<file path="src/rtl/ab_rvs_pkg.sv">
// Package for the A/B record validate and select block.
// Holds the item types, register and outcome codes and the CRC-32 byte step.
// No dependencies.
`default_nettype none

package ab_rvs_pkg;

  // Default for the longest record the byte counter tracks.
  localparam int MAX_RECORD_BYTES_DEF = 4096;

  // Header layout in bytes.
  localparam int HDR_BYTES     = 16;
  localparam int HDR_CRC_BYTES = 12;
  localparam int CFG_PAYLOAD_W = 12;

  // Reflected zlib CRC-32 polynomial and its start value.
  localparam logic [31:0] CRC_POLY = 32'hEDB88320;
  localparam logic [31:0] CRC_INIT = 32'hFFFFFFFF;

  // Reset value of the payload size register.
  localparam logic [CFG_PAYLOAD_W-1:0] PAYLOAD_BYTES_RST = 12'd64;

  // Input actions.
  localparam logic ACT_BYTE = 1'b0;
  localparam logic ACT_PICK = 1'b1;

  // Configuration register indexes.
  typedef logic [1:0] cfg_index_t;
  localparam cfg_index_t CFG_MAGIC   = 2'd0;
  localparam cfg_index_t CFG_VERSION = 2'd1;
  localparam cfg_index_t CFG_PAYLOAD = 2'd2;

  // Pick outcomes.
  typedef logic [1:0] outcome_t;
  localparam outcome_t OUT_FRESH  = 2'd0;
  localparam outcome_t OUT_FROM_A = 2'd1;
  localparam outcome_t OUT_FROM_B = 2'd2;

  // One input item.
  typedef struct packed {
    logic       action;
    logic       slot;
    logic [7:0] data;
    logic       last;
  } in_item_t;

  // One result item.
  typedef struct packed {
    outcome_t    outcome;
    logic [31:0] active_generation;
    logic        next_write_to_a;
    logic        a_valid;
    logic        b_valid;
  } out_item_t;

  // Verdict handed from the collector to the slot store at a record's end.
  typedef struct packed {
    logic        wr;
    logic        slot;
    logic        ok;
    logic [31:0] generation;
  } verdict_t;

  // One byte step of the reflected CRC-32.
  function automatic logic [31:0] crc32_byte(input logic [31:0] c, input logic [7:0] b);
    logic [31:0] r;
    r = c ^ {24'd0, b};
    for (int k = 0; k < 8; k++) begin
      r = r[0] ? ((r >> 1) ^ CRC_POLY) : (r >> 1);
    end
    return r;
  endfunction

endpackage

`default_nettype wire

</file>
<file path="src/rtl/ab_rvs_collect.sv">
// Byte collector: counts record bytes, captures the header, runs the CRC-32
// and forms the verdict on the last byte. Depends on ab_rvs_pkg.
`default_nettype none

module ab_rvs_collect #(
  parameter int MAX_RECORD_BYTES = ab_rvs_pkg::MAX_RECORD_BYTES_DEF
) (
  input  wire                                      clk,
  input  wire                                      rst_n,
  input  wire                                      byte_en,
  input  wire ab_rvs_pkg::in_item_t                item,
  input  wire [31:0]                               expected_magic,
  input  wire [15:0]                               expected_version,
  input  wire [ab_rvs_pkg::CFG_PAYLOAD_W-1:0]      payload_bytes,
  output ab_rvs_pkg::verdict_t                     verdict
);

  // The counter saturates at MAX_RECORD_BYTES + 1.
  localparam int OFF_W = $clog2(MAX_RECORD_BYTES + 2);
  localparam int PEND_W = ab_rvs_pkg::CFG_PAYLOAD_W + 1;
  localparam int CMP_W = (OFF_W > PEND_W) ? OFF_W : PEND_W;
  localparam logic [CMP_W-1:0] MAX_C = CMP_W'(MAX_RECORD_BYTES);
  localparam logic [CMP_W-1:0] HDR_C = CMP_W'(ab_rvs_pkg::HDR_BYTES);
  localparam logic [CMP_W-1:0] HCRC_C = CMP_W'(ab_rvs_pkg::HDR_CRC_BYTES);
  localparam logic [CMP_W-1:0] EIGHT_C = CMP_W'(8);

  logic [OFF_W-1:0] offset_r, offset_nxt;
  logic [31:0]      crc_r, crc_nxt;
  logic [63:0]      hdr_r, hdr_nxt;
  logic [31:0]      gen_r, gen_nxt;
  logic [31:0]      scrc_r, scrc_nxt;

  logic [CMP_W-1:0] idx;
  logic [CMP_W-1:0] cnt;
  logic [CMP_W-1:0] pend;
  logic [OFF_W-1:0] offset_inc;
  logic [31:0]      crc_upd;
  logic [63:0]      hdr_upd;
  logic [31:0]      gen_upd;
  logic [31:0]      scrc_upd;
  logic             in_crc;
  logic             ok;

  assign idx  = CMP_W'(offset_r);
  assign pend = CMP_W'({1'b0, payload_bytes}) + HDR_C;

  // Header capture: each header byte lands in its own lane.
  always_comb begin
    hdr_upd  = hdr_r;
    gen_upd  = gen_r;
    scrc_upd = scrc_r;
    for (int i = 0; i < 8; i++) begin
      if (idx < EIGHT_C && offset_r[2:0] == 3'(i)) begin
        hdr_upd[8*i +: 8] = item.data;
      end
    end
    for (int i = 0; i < 4; i++) begin
      if (idx >= EIGHT_C && idx < HCRC_C && offset_r[1:0] == 2'(i)) begin
        gen_upd[8*i +: 8] = item.data;
      end
      if (idx >= HCRC_C && idx < HDR_C && offset_r[1:0] == 2'(i)) begin
        scrc_upd[8*i +: 8] = item.data;
      end
    end
  end

  // CRC covers header bytes before the stored CRC and the payload.
  assign in_crc  = (idx < HCRC_C) || (idx >= HDR_C && idx < pend);
  assign crc_upd = in_crc ? ab_rvs_pkg::crc32_byte(crc_r, item.data) : crc_r;

  // Saturating byte count.
  assign offset_inc = (idx <= MAX_C) ? offset_r + OFF_W'(1) : offset_r;
  assign cnt = CMP_W'(offset_inc);

  // Verdict uses the header as it stands after this byte.
  assign ok = (cnt >= pend) && (cnt <= MAX_C) &&
              (hdr_upd[31:0] == expected_magic) &&
              (hdr_upd[47:32] == expected_version) &&
              (hdr_upd[63:48] == {4'd0, payload_bytes}) &&
              ((crc_upd ^ ab_rvs_pkg::CRC_INIT) == scrc_upd);

  assign verdict.wr         = byte_en && item.last;
  assign verdict.slot       = item.slot;
  assign verdict.ok         = ok;
  assign verdict.generation = gen_upd;

  // Next collector state; the last byte returns it to its cleared values.
  always_comb begin
    offset_nxt = offset_r;
    crc_nxt    = crc_r;
    hdr_nxt    = hdr_r;
    gen_nxt    = gen_r;
    scrc_nxt   = scrc_r;
    if (byte_en) begin
      if (item.last) begin
        offset_nxt = '0;
        crc_nxt    = ab_rvs_pkg::CRC_INIT;
        hdr_nxt    = '0;
        gen_nxt    = '0;
        scrc_nxt   = '0;
      end else begin
        offset_nxt = offset_inc;
        crc_nxt    = crc_upd;
        hdr_nxt    = hdr_upd;
        gen_nxt    = gen_upd;
        scrc_nxt   = scrc_upd;
      end
    end
  end

  always_ff @(posedge clk) begin
    if (!rst_n) begin
      offset_r <= '0;
      crc_r    <= ab_rvs_pkg::CRC_INIT;
      hdr_r    <= '0;
      gen_r    <= '0;
      scrc_r   <= '0;
    end else begin
      offset_r <= offset_nxt;
      crc_r    <= crc_nxt;
      hdr_r    <= hdr_nxt;
      gen_r    <= gen_nxt;
      scrc_r   <= scrc_nxt;
    end
  end

endmodule

`default_nettype wire

</file>
<file path="src/rtl/ab_rvs_select.sv">
// Slot store and pick logic with the result register.
// Keeps the verdict and generation of each slot. Depends on ab_rvs_pkg.
`default_nettype none

module ab_rvs_select (
  input  wire                        clk,
  input  wire                        rst_n,
  input  wire ab_rvs_pkg::verdict_t  verdict,
  input  wire                        pick_req,
  output logic                       pick_stall,
  output logic                       out_valid,
  input  wire                        out_stall,
  output ab_rvs_pkg::out_item_t      out_item
);

  logic        a_ok_r, a_ok_nxt;
  logic        b_ok_r, b_ok_nxt;
  logic [31:0] a_gen_r, a_gen_nxt;
  logic [31:0] b_gen_r, b_gen_nxt;
  logic        out_valid_r, out_valid_nxt;
  ab_rvs_pkg::out_item_t out_item_r, pick_res;
  logic        pick_go;

  // A pending result that is stalled holds off the next pick item.
  assign pick_stall = out_valid_r && out_stall;
  assign pick_go    = pick_req && !pick_stall;

  // Store the verdict of a finished record.
  always_comb begin
    a_ok_nxt  = a_ok_r;
    b_ok_nxt  = b_ok_r;
    a_gen_nxt = a_gen_r;
    b_gen_nxt = b_gen_r;
    if (verdict.wr) begin
      if (verdict.slot) begin
        b_ok_nxt  = verdict.ok;
        b_gen_nxt = verdict.generation;
      end else begin
        a_ok_nxt  = verdict.ok;
        a_gen_nxt = verdict.generation;
      end
    end
  end

  // Higher generation wins; a tie goes to slot A.
  always_comb begin
    pick_res.a_valid = a_ok_r;
    pick_res.b_valid = b_ok_r;
    if (a_ok_r && (!b_ok_r || a_gen_r >= b_gen_r)) begin
      pick_res.outcome           = ab_rvs_pkg::OUT_FROM_A;
      pick_res.active_generation = a_gen_r;
      pick_res.next_write_to_a   = 1'b0;
    end else if (b_ok_r) begin
      pick_res.outcome           = ab_rvs_pkg::OUT_FROM_B;
      pick_res.active_generation = b_gen_r;
      pick_res.next_write_to_a   = 1'b1;
    end else begin
      pick_res.outcome           = ab_rvs_pkg::OUT_FRESH;
      pick_res.active_generation = '0;
      pick_res.next_write_to_a   = 1'b1;
    end
  end

  // Result register valid flag.
  always_comb begin
    out_valid_nxt = out_valid_r;
    if (pick_go) begin
      out_valid_nxt = 1'b1;
    end else if (!out_stall) begin
      out_valid_nxt = 1'b0;
    end
  end

  always_ff @(posedge clk) begin
    if (!rst_n) begin
      a_ok_r      <= 1'b0;
      b_ok_r      <= 1'b0;
      a_gen_r     <= '0;
      b_gen_r     <= '0;
      out_valid_r <= 1'b0;
    end else begin
      a_ok_r      <= a_ok_nxt;
      b_ok_r      <= b_ok_nxt;
      a_gen_r     <= a_gen_nxt;
      b_gen_r     <= b_gen_nxt;
      out_valid_r <= out_valid_nxt;
    end
  end

  always_ff @(posedge clk) begin
    if (pick_go) begin
      out_item_r <= pick_res;
    end
  end

  assign out_valid = out_valid_r;
  assign out_item  = out_item_r;

endmodule

`default_nettype wire

</file>
<file path="src/rtl/ab_record_validate_select.sv">
// Top level of the A/B record validate and select block.
// Holds the input register and configuration registers; instantiates
// ab_rvs_collect and ab_rvs_select. Depends on ab_rvs_pkg.
//
//   Port group  Direction  Handshake          Carries
//   in_*        input      in_valid/in_stall  ab_rvs_pkg::in_item_t
//   out_*       output     out_valid/out_stall ab_rvs_pkg::out_item_t
//   cfg_*       input      cfg_valid/cfg_ready register index, 32-bit data
//
// One item is accepted per cycle while in_stall is low. A byte item passes
// the input register to the collector; a pick item passes it to the result
// register, where out_valid rises and the result can be taken. rst_n is
// synchronous; reset clears the collector, both slot verdicts and the valid
// flags and resets the cfg registers. While a result waits under out_stall,
// a pick item in the input register waits too, and only then does in_stall rise.
`default_nettype none

module ab_record_validate_select #(
  parameter int MAX_RECORD_BYTES = ab_rvs_pkg::MAX_RECORD_BYTES_DEF
) (
  input  wire                          clk,
  input  wire                          rst_n,
  input  wire                          in_valid,
  output logic                         in_stall,
  input  wire ab_rvs_pkg::in_item_t    in_item,
  output logic                         out_valid,
  input  wire                          out_stall,
  output ab_rvs_pkg::out_item_t        out_item,
  input  wire                          cfg_valid,
  output logic                         cfg_ready,
  input  wire ab_rvs_pkg::cfg_index_t  cfg_index,
  input  wire [31:0]                   cfg_wdata
);

  logic                 s1_valid_r, s1_valid_nxt;
  ab_rvs_pkg::in_item_t s1_item_r;
  logic [31:0]          magic_r, magic_nxt;
  logic [15:0]          version_r, version_nxt;
  logic [ab_rvs_pkg::CFG_PAYLOAD_W-1:0] payload_r, payload_nxt;

  ab_rvs_pkg::verdict_t verdict;
  logic                 byte_en;
  logic                 pick_req;
  logic                 pick_stall;
  logic                 cfg_wr;

  // Configuration writes are always taken.
  assign cfg_ready = 1'b1;
  assign cfg_wr    = cfg_valid && cfg_ready;

  always_comb begin
    magic_nxt   = magic_r;
    version_nxt = version_r;
    payload_nxt = payload_r;
    if (cfg_wr) begin
      case (cfg_index)
        ab_rvs_pkg::CFG_MAGIC:   magic_nxt   = cfg_wdata;
        ab_rvs_pkg::CFG_VERSION: version_nxt = cfg_wdata[15:0];
        ab_rvs_pkg::CFG_PAYLOAD: payload_nxt = cfg_wdata[ab_rvs_pkg::CFG_PAYLOAD_W-1:0];
        default: ;
      endcase
    end
  end

  // Input register: a byte item always completes; a pick item waits on the result.
  assign byte_en  = s1_valid_r && (s1_item_r.action == ab_rvs_pkg::ACT_BYTE);
  assign pick_req = s1_valid_r && (s1_item_r.action == ab_rvs_pkg::ACT_PICK);
  assign in_stall = pick_req && pick_stall;

  always_comb begin
    s1_valid_nxt = s1_valid_r;
    if (!in_stall) begin
      s1_valid_nxt = in_valid;
    end
  end

  always_ff @(posedge clk) begin
    if (!rst_n) begin
      s1_valid_r <= 1'b0;
      magic_r    <= '0;
      version_r  <= '0;
      payload_r  <= ab_rvs_pkg::PAYLOAD_BYTES_RST;
    end else begin
      s1_valid_r <= s1_valid_nxt;
      magic_r    <= magic_nxt;
      version_r  <= version_nxt;
      payload_r  <= payload_nxt;
    end
  end

  always_ff @(posedge clk) begin
    if (in_valid && !in_stall) begin
      s1_item_r <= in_item;
    end
  end

  // Byte collector and verdict.
  ab_rvs_collect #(
    .MAX_RECORD_BYTES(MAX_RECORD_BYTES)
  ) u_collect (
    .clk              (clk),
    .rst_n            (rst_n),
    .byte_en          (byte_en),
    .item             (s1_item_r),
    .expected_magic   (magic_r),
    .expected_version (version_r),
    .payload_bytes    (payload_r),
    .verdict          (verdict)
  );

  // Slot store, pick and result register.
  ab_rvs_select u_select (
    .clk        (clk),
    .rst_n      (rst_n),
    .verdict    (verdict),
    .pick_req   (pick_req),
    .pick_stall (pick_stall),
    .out_valid  (out_valid),
    .out_stall  (out_stall),
    .out_item   (out_item)
  );

endmodule

`default_nettype wire
</file>
<file path="config.mk">
export PLATFORM = sky130hd
export DESIGN_NAME = ab_record_validate_select
export DESIGN_NICKNAME = d
export VERILOG_FILES = /design/src/rtl/ab_rvs_pkg.sv /design/src/rtl/ab_rvs_collect.sv /design/src/rtl/ab_rvs_select.sv /design/src/rtl/ab_record_validate_select.sv
export SDC_FILE = /design/constraint.sdc
export NUM_CORES = 1
export LEC_CHECK = 0
export BUFFER_PORTS_ARGS = -buffer_cell sky130_fd_sc_hd__buf_2
export CAP_MARGIN = 20
export CORE_MARGIN = 5
export CORE_UTILIZATION = 47
export CTS_CLUSTER_SIZE = 10
export DETAILED_ROUTE_END_ITERATION = 10
export SYNTH_ARGS = -nofsm -noshare
export SYNTH_HDL_FRONTEND = slang
export SYNTH_SLANG_ARGS = --single-unit
</file>
<file path="constraint.sdc">
create_clock -name clk -period 4.6 [get_ports clk]
set_input_delay 1.15 -clock clk [delete_from_list [all_inputs] [get_ports clk]]
set_output_delay 1.15 -clock clk [all_outputs]
set_load 0.1 [all_outputs]
</file>
==> results of run 1 <==
==> where the power goes <==
part	switching (W)	leakage [nW]	internal (W)
Combinational	0.000916	5.71	0.000518
Sequential	0.0000810	2.89	0.00315
Clock	0.00131	0.583	0.00172
==> flip-flops by register name (all words and copies together) (netlist names), 11 cells and up <==
signal,cells
u_collect.hdr_r,64
u_select.out_item,37
magic_r,32
u_collect.crc_r,32
u_collect.gen_r,32
u_collect.scrc_r,32
u_select.a_gen_r,32
u_select.b_gen_r,32
version_r,16
u_collect.idx,13
payload_r,12
s1_item_r,11
==> critical path, delay by kind of cell (launching register included) <==
family | cells | cell delay [ns]
xor gates and xnor gates | 1 | 0.22
and+or+nand+nor | 4 | 1.69
DFF | 1 | 0.43
buffers and inverters | 1 | 0.24
AOI/OAI and AO/OA | 3 | 0.95
muxes | 2 | 0.77
==> final timing paths <==
kind | depth (start not counted) | startpoint | to | slack, ns
setup reg to reg | 11 | u_collect.idx[7] | u_select.a_ok_r | 0.20
hold reg to reg | 2 | version_r[9] | version_r[9] | 0.47
setup / recovery | 11 | u_collect.idx[7] | u_select.a_ok_r | 0.20
hold / removal | 2 | version_r[9] | version_r[9] | 0.47
==> cell families after synthesis <==
family / after synthesis / synth area share
AND/OR/NAND/NOR: 759 / 0.184
XOR/XNOR: 156 / 0.0795
adder cells (fa/ha/maj): 61 / 0.0365
buffers and inverters: 277 / 0.0533
other: 1 / 0.000180
multiplexers: 92 / 0.0451
AO/OA/AOI/OAI: 670 / 0.243
flip-flops: 349 / 0.358
==> layer usage <==
layer | vias up | global-route usage | share of wire
met2 | 707 | 0.470 | 0.46
met3 | 157 | 0.0408 | 0.062
met4 | 0 | 0.105 | 0.038
met5 | - | 0 | 0
met1 | 8992 | 0.390 | 0.44
li1 | 8677 | - | -
==> cell usage after synthesis, types with 21 or more instances <==
cell type and n:
o211a_1 66, o211ai_1 70, nand4_1 30, nor2b_1 152, nor2_1 89, o2111ai_1 39
edfxtp_1 48, a22oi_1 133, o22ai_1 21, nand3_1 26, clkbuf_1 163, a21boi_0 62
xnor2_1 82, ha_1 60, xor2_1 49, o21ai_0 38, mux2i_1 76, nand2_1 320
dfxtp_1 301, inv_1 78, a21oi_1 71, a21o_1 21, o32a_1 32
==> timing repair <==
| item | in CTS | in global routing |
|---|---|---|
| resized for setup | 1 | 2 |
| endpoints found under the setup margin | 2 | 2 |
| setup buffers | 0 | 3 |
| pin swaps | 0 | 1 |
==> final cells by class <==
cell class,count,share of cell area
multi-input cells,1739,0.532
flip-flops and latches,349,0.321
repair buffers,177,0.0502
clock buffers,57,0.0490
well taps,592,0.0319
inverters,82,0.0132
clock inverters,6,0.00226
==> metrics by stage <==
stage / setup slack, ns / total power [W] / util / cell area [µm²] / hold WS, ns
after floorplan: 0.876 / 0.00419 / - / 20800 / 0.406
after global placement: 0.0677 / 0.00469 / 0.499 / 22000 / 0.455
after detailed placement: -0.0257 / 0.00469 / 0.499 / 22000 / 0.461
after CTS: 0.164 / 0.00773 / 0.526 / 23200 / 0.468
after global routing: 0.0372 / 0.00797 / 0.528 / 23200 / 0.492
final: 0.205 / 0.00769 / 0.528 / 23200 / 0.469
==> qor.txt, run 1 <==
outcome: completed
DR iter-0 viols: 1,820
WL final: 71.6 mm
core area: 44,000 µm²
die width: 221 µm
Post-Place Cells: 2,934
pin count of the biggest net entering global routing: 101
Die H: 221 µm
Post-CTS Hold Fix Bufs: 0
most common cell after layout, fill and taps aside: nand2_1
fin crit share: 0.955
unrepaired setup endpoints after global routing: no
Worst slew margin: 0.174
final hold violations: 0
Max stage delay cell, worst path: nor4_2
Startpoint Class: flip-flop
Worst setup EP type: flip-flop
clk sinks: 349
CTS Root Cell: clkbuf_16
port buffer count: 88
Filler cells: 4,202
clk_skew: 0.0316 ns
synthesized instance count: 2,365
Multi-input gate area: 12,400 µm²
initial antenna violation count: 0
via count: 18,500
Unique masters post-synth: 86
MaxCap Viol Count: 0
setup TNS: 0 ns
Hold/Removal Path Class: reg2reg
vias in the first global route: 17,800
largest stage delay on the critical path: 0.60 ns
CTS max path bufs: 3
layout cell share with drive strength beyond 1: 0.119
Synth async-reset ratio: 0
Pre-Repair DR Iteration Count: 7
required time of the critical path: 5.08 ns
post-synthesis cell area: 20,800 µm²
Starting Density: 0.474
CTS tree: yes
cts bufs inserted: 42
syn nets: 2,475
grt ovf: 0
worst-case vdd ir drop: 0.247 mV
sequential area share after synthesis: 0.358
critical-path maximum fanout: 10
layout net count: 2,501
Max Slew Vio Count: 0
DRT antenna net count: 0
Cell Count, Final, Fillers Out: 3,002
Worst-Margin Slew: 1.23 ns
Yosys reg bits: 349
DR vias/cell: 6.17
top-level I/O count: 90
Syn-to-layout area delta: 11.5%
Post-DP HPWL: 50.5 mm
crit path DAT: 4.87 ns
Syn. warnings: 0
Syn Area/Cell: 8.82 µm²
Setup CP Type: reg2reg
Yosys top cell area share: 0.289
crit path cell chain: nor4_2, and4_1, buf_4, mux2i_2, xor2_1, nor4_1, a41oi_1, a2111o_1, a2111oi_2, nand4_1, mux2i_1
Wirelength per Cell: 23.9 µm
H-tree depth: 2
Leak: 9.18 nW
PwrDens: 331 nW/µm²
# diodes: 0
# rows: 77
GRT Total Usage: 0.288
Die ar.: 48,700 µm²
area leader, netlist: dfxtp_1
endpoints failing setup: 0
top cells by area, synth: dfxtp_1 29%, edfxtp_1 6.9%, nand2_1 5.8%, a22oi_1 4.8%, nor2b_1 4.6%
Worst-path clk slew: 0.06 ns
Sequential Area: 7470 µm²
Post-synth top flop: dfxtp_1
Tmin final: 4.40 ns
commonest non-fill, non-tap cells in the layout: 319 x nand2_1, 299 x dfxtp_1, 151 x nor2b_1
clk_lat worst skew: 0.59 ns
Post-synth EDFFs: 48
first-pass GRT wire length: 108 mm
DRC Markers: 0
Max Fclk: 228 MHz
GP Congestion: 0.983
(Power assumes the default switching activity.)
==> run 2, diff against run 1 <==
PLACE_DENSITY = 0.66   (was not set)
SETUP_SLACK_MARGIN = 0.1   (was not set)
clock period = 3.5 ns   (was 4.6 ns; I/O delays follow)
==> run 2 against run 1 <==
Net effect:
- the run now ends with setup timing left
- cell count increased by 7.9%
- power increased by 39%
- core utilization rose by 5.1 points
- critical path depth rose by 1
- count of clock-buffer cells in the layout increased by 4
- combinational power is 59% higher
- register-to-register slack worse by 0.56 ns
- critical path type unchanged
- largest cell class unchanged
==> qor.txt, run 2 (synthesis results as in run 1) <==
final hold violations: 0 (unchanged)
layout cell share with drive strength beyond 1: 0.209 (+0.0897)
Hold/Removal Path Class: reg2reg
Filler cells: 3,908 (-7.0%)
Syn-to-layout area delta: 22.2%
Wirelength per Cell: 22.7 µm (-4.9%)
CTS Root Cell: clkbuf_16
CTS max path bufs: 3 (unchanged)
DR vias/cell: 6.10 (-1.2%)
fin crit share: 1.10 (+0.145)
Multi-input gate area: 12,500 µm² (+1.5%)
cts bufs inserted: 43 (+2.4%)
worst hold slack: 0.467 ns (-0.00223 ns)
part of the power in combinational logic: 0.212 (+0.026)
Worst-path clk slew: 0.06 ns (about the same)
Starting Density: 0.474 (unchanged)
GP Congestion: 1.01 (+3.1%)
die width: 221 µm (unchanged)
Post-CTS Hold Fix Bufs: 0 (unchanged)
Worst-Margin Slew: 1.02 ns (-0.219 ns)
Leak: 10.5 nW (+14%)
worst-case vdd ir drop: 0.377 mV (+53%)
WL final: 73.5 mm (+2.7%)
unrepaired setup endpoints after global routing: yes
top-level I/O count: 90 (unchanged)
critical-path maximum fanout: 5 (-5)
Tmin final: 3.85 ns (-0.544 ns)
Setup Slack @ Placement: -0.791 ns (-0.766 ns)
initial antenna violation count: 0 (unchanged)
DRT antenna net count: 0 (unchanged)
failing checks: setup timing
Pre-Repair DR Iteration Count: 7 (unchanged)
PwrDens: 421 nW/µm² (+27%)
grt ovf: 0 (unchanged)
Post-DP HPWL: 53.4 mm (+5.9%)
via count: 19,800 (+6.6%)
sequential power share: 0.395 (-0.025)
CTS tree: yes
Die ar.: 48,700 µm² (unchanged)
Die H: 221 µm (unchanged)
clk_skew: 0.0289 ns (-0.00269 ns)
# rows: 77 (unchanged)
pin count of the biggest net entering global routing: 110 (+8.9%)
Most flops, register: u_collect.hdr_r
Max Slew Vio Count: 0 (unchanged)
commonest non-fill, non-tap cells in the layout: 319 x nand2_1, 303 x buf_4, 293 x dfxtp_1
Max Fclk: 260 MHz (+14%)
port buffer count: 88 (unchanged)
first-pass GRT wire length: 112 mm (+3.0%)
required time of the critical path: 3.99 ns (-1.09 ns)
Clock Power Share: 0.393 (about the same)
# diodes: 0 (unchanged)
Post-Place Cells: 3,153 (+7.5%)
layout net count: 2,737 (+9.4%)
max reg flops: 64 (unchanged)
setup TNS: -0.687 ns (-0.687 ns)
crit path cell chain: or4_4, buf_12, nor4_4, buf_4, mux2i_1, xor2_1, nand3_1, or4_4, a2111o_1, a2111oi_2, nand4_1, mux2i_1
crit path DAT: 4.34 ns (-0.53 ns)
Worst slew margin: 0.323 (+0.149)
Max stage delay cell, worst path: or4_4
Switching Fraction: 0.292 (-0.00735)
DR iter-0 viols: 1,991 (+9.4%)
GRT Total Usage: 0.292 (+0.00469)
H-tree depth: 2 (unchanged)
Startpoint Class: flip-flop
most common cell after layout, fill and taps aside: nand2_1
CP delay by family, top: simple AND/OR/NAND/NOR gates
endpoints failing setup: 2 (+2)
vias in the first global route: 18,900 (+6.6%)
setup ws final: -0.351 ns (-0.556 ns)
Setup CP Type: reg2reg
DRC Markers: 0 (unchanged)
outcome: finished, violations left
core area: 44,000 µm² (unchanged)
Sequential Area: 7480 µm² (+0.13%)
crit path buf inv count: 2 (+1)
switching power of the nets: 0.00313 W (+36%)
largest stage delay on the critical path: 0.60 ns (about the same)
clk sinks: 349 (unchanged)
clk_lat worst skew: 0.58 ns (about the same)
Cell Count, Final, Fillers Out: 3,240 (+7.9%)
P_int: 0.00759 W (+41%)
MaxCap Viol Count: 0 (unchanged)
Worst setup EP type: flip-flop
-- run 2: final cells by class --
type	instances	share of cell area
inverter	82	0.0121
sequential	349	0.294
timing repair buffer	412	0.122
clock inverter	5	0.00275
clock buffer	61	0.0481
tap	592	0.0291
multi-input combinational	1739	0.492
-- run 2: power groups by stage --
stage | registers (W) | clock network (W) | logic, W
final | 0.00424 | 0.00421 | 0.00227
after global routing | 0.00424 | 0.00445 | 0.00238
after CTS | 0.00423 | 0.00429 | 0.00217
after detailed placement | 0.00432 | 0 | 0.00212
after global placement | 0.00432 | 0 | 0.00211
after floorplan | 0.00436 | 0 | 0.00115
-- run 2: worst paths after layout --
path                                  startpoint         endpoint  slack [ns]  depth (start not counted)
worst max-delay path            u_collect.idx[7]  u_select.b_ok_r       -0.35                         12
worst min-delay path                 magic_r[28]      magic_r[28]        0.47                          2
worst max register to register  u_collect.idx[7]  u_select.b_ok_r       -0.35                         12
worst min register to register       magic_r[28]      magic_r[28]        0.47                          2
-- run 2: routing by layer --
metal  track usage  routed length, µm  share of wire  vias up
met5             0                  0              0        -
met1         0.396              31600           0.43     9565
met4         0.122               3110          0.042        0
met2         0.466              33600           0.46      872
li1              -                  -              -     9139
met3        0.0482               5230          0.071      187
-- run 2: worst min-delay path, stage by stage (launching register included) --
cell and delay, ns:
dfxtp_1 0.30, nand2_1 0.05, a21boi_0 0.06
-- run 2: stage by stage --
stage          cell area, µm²  power [W]  utilization
3_5_place_dp            23800    0.00644        0.540
6_report                25500     0.0107        0.579
2_1_floorplan           20900    0.00550            -
3_3_place_gp            23800    0.00642        0.540
4_1_cts                 25300     0.0107        0.575
5_1_grt                 25500     0.0111        0.579
-- run 2: timing repair --
action                                  CTS  global route
endpoints found under the setup margin   12            34
cloned                                    0             1
buffers inserted                          9            10
pin swaps                                17            10
resized for setup                        40            11
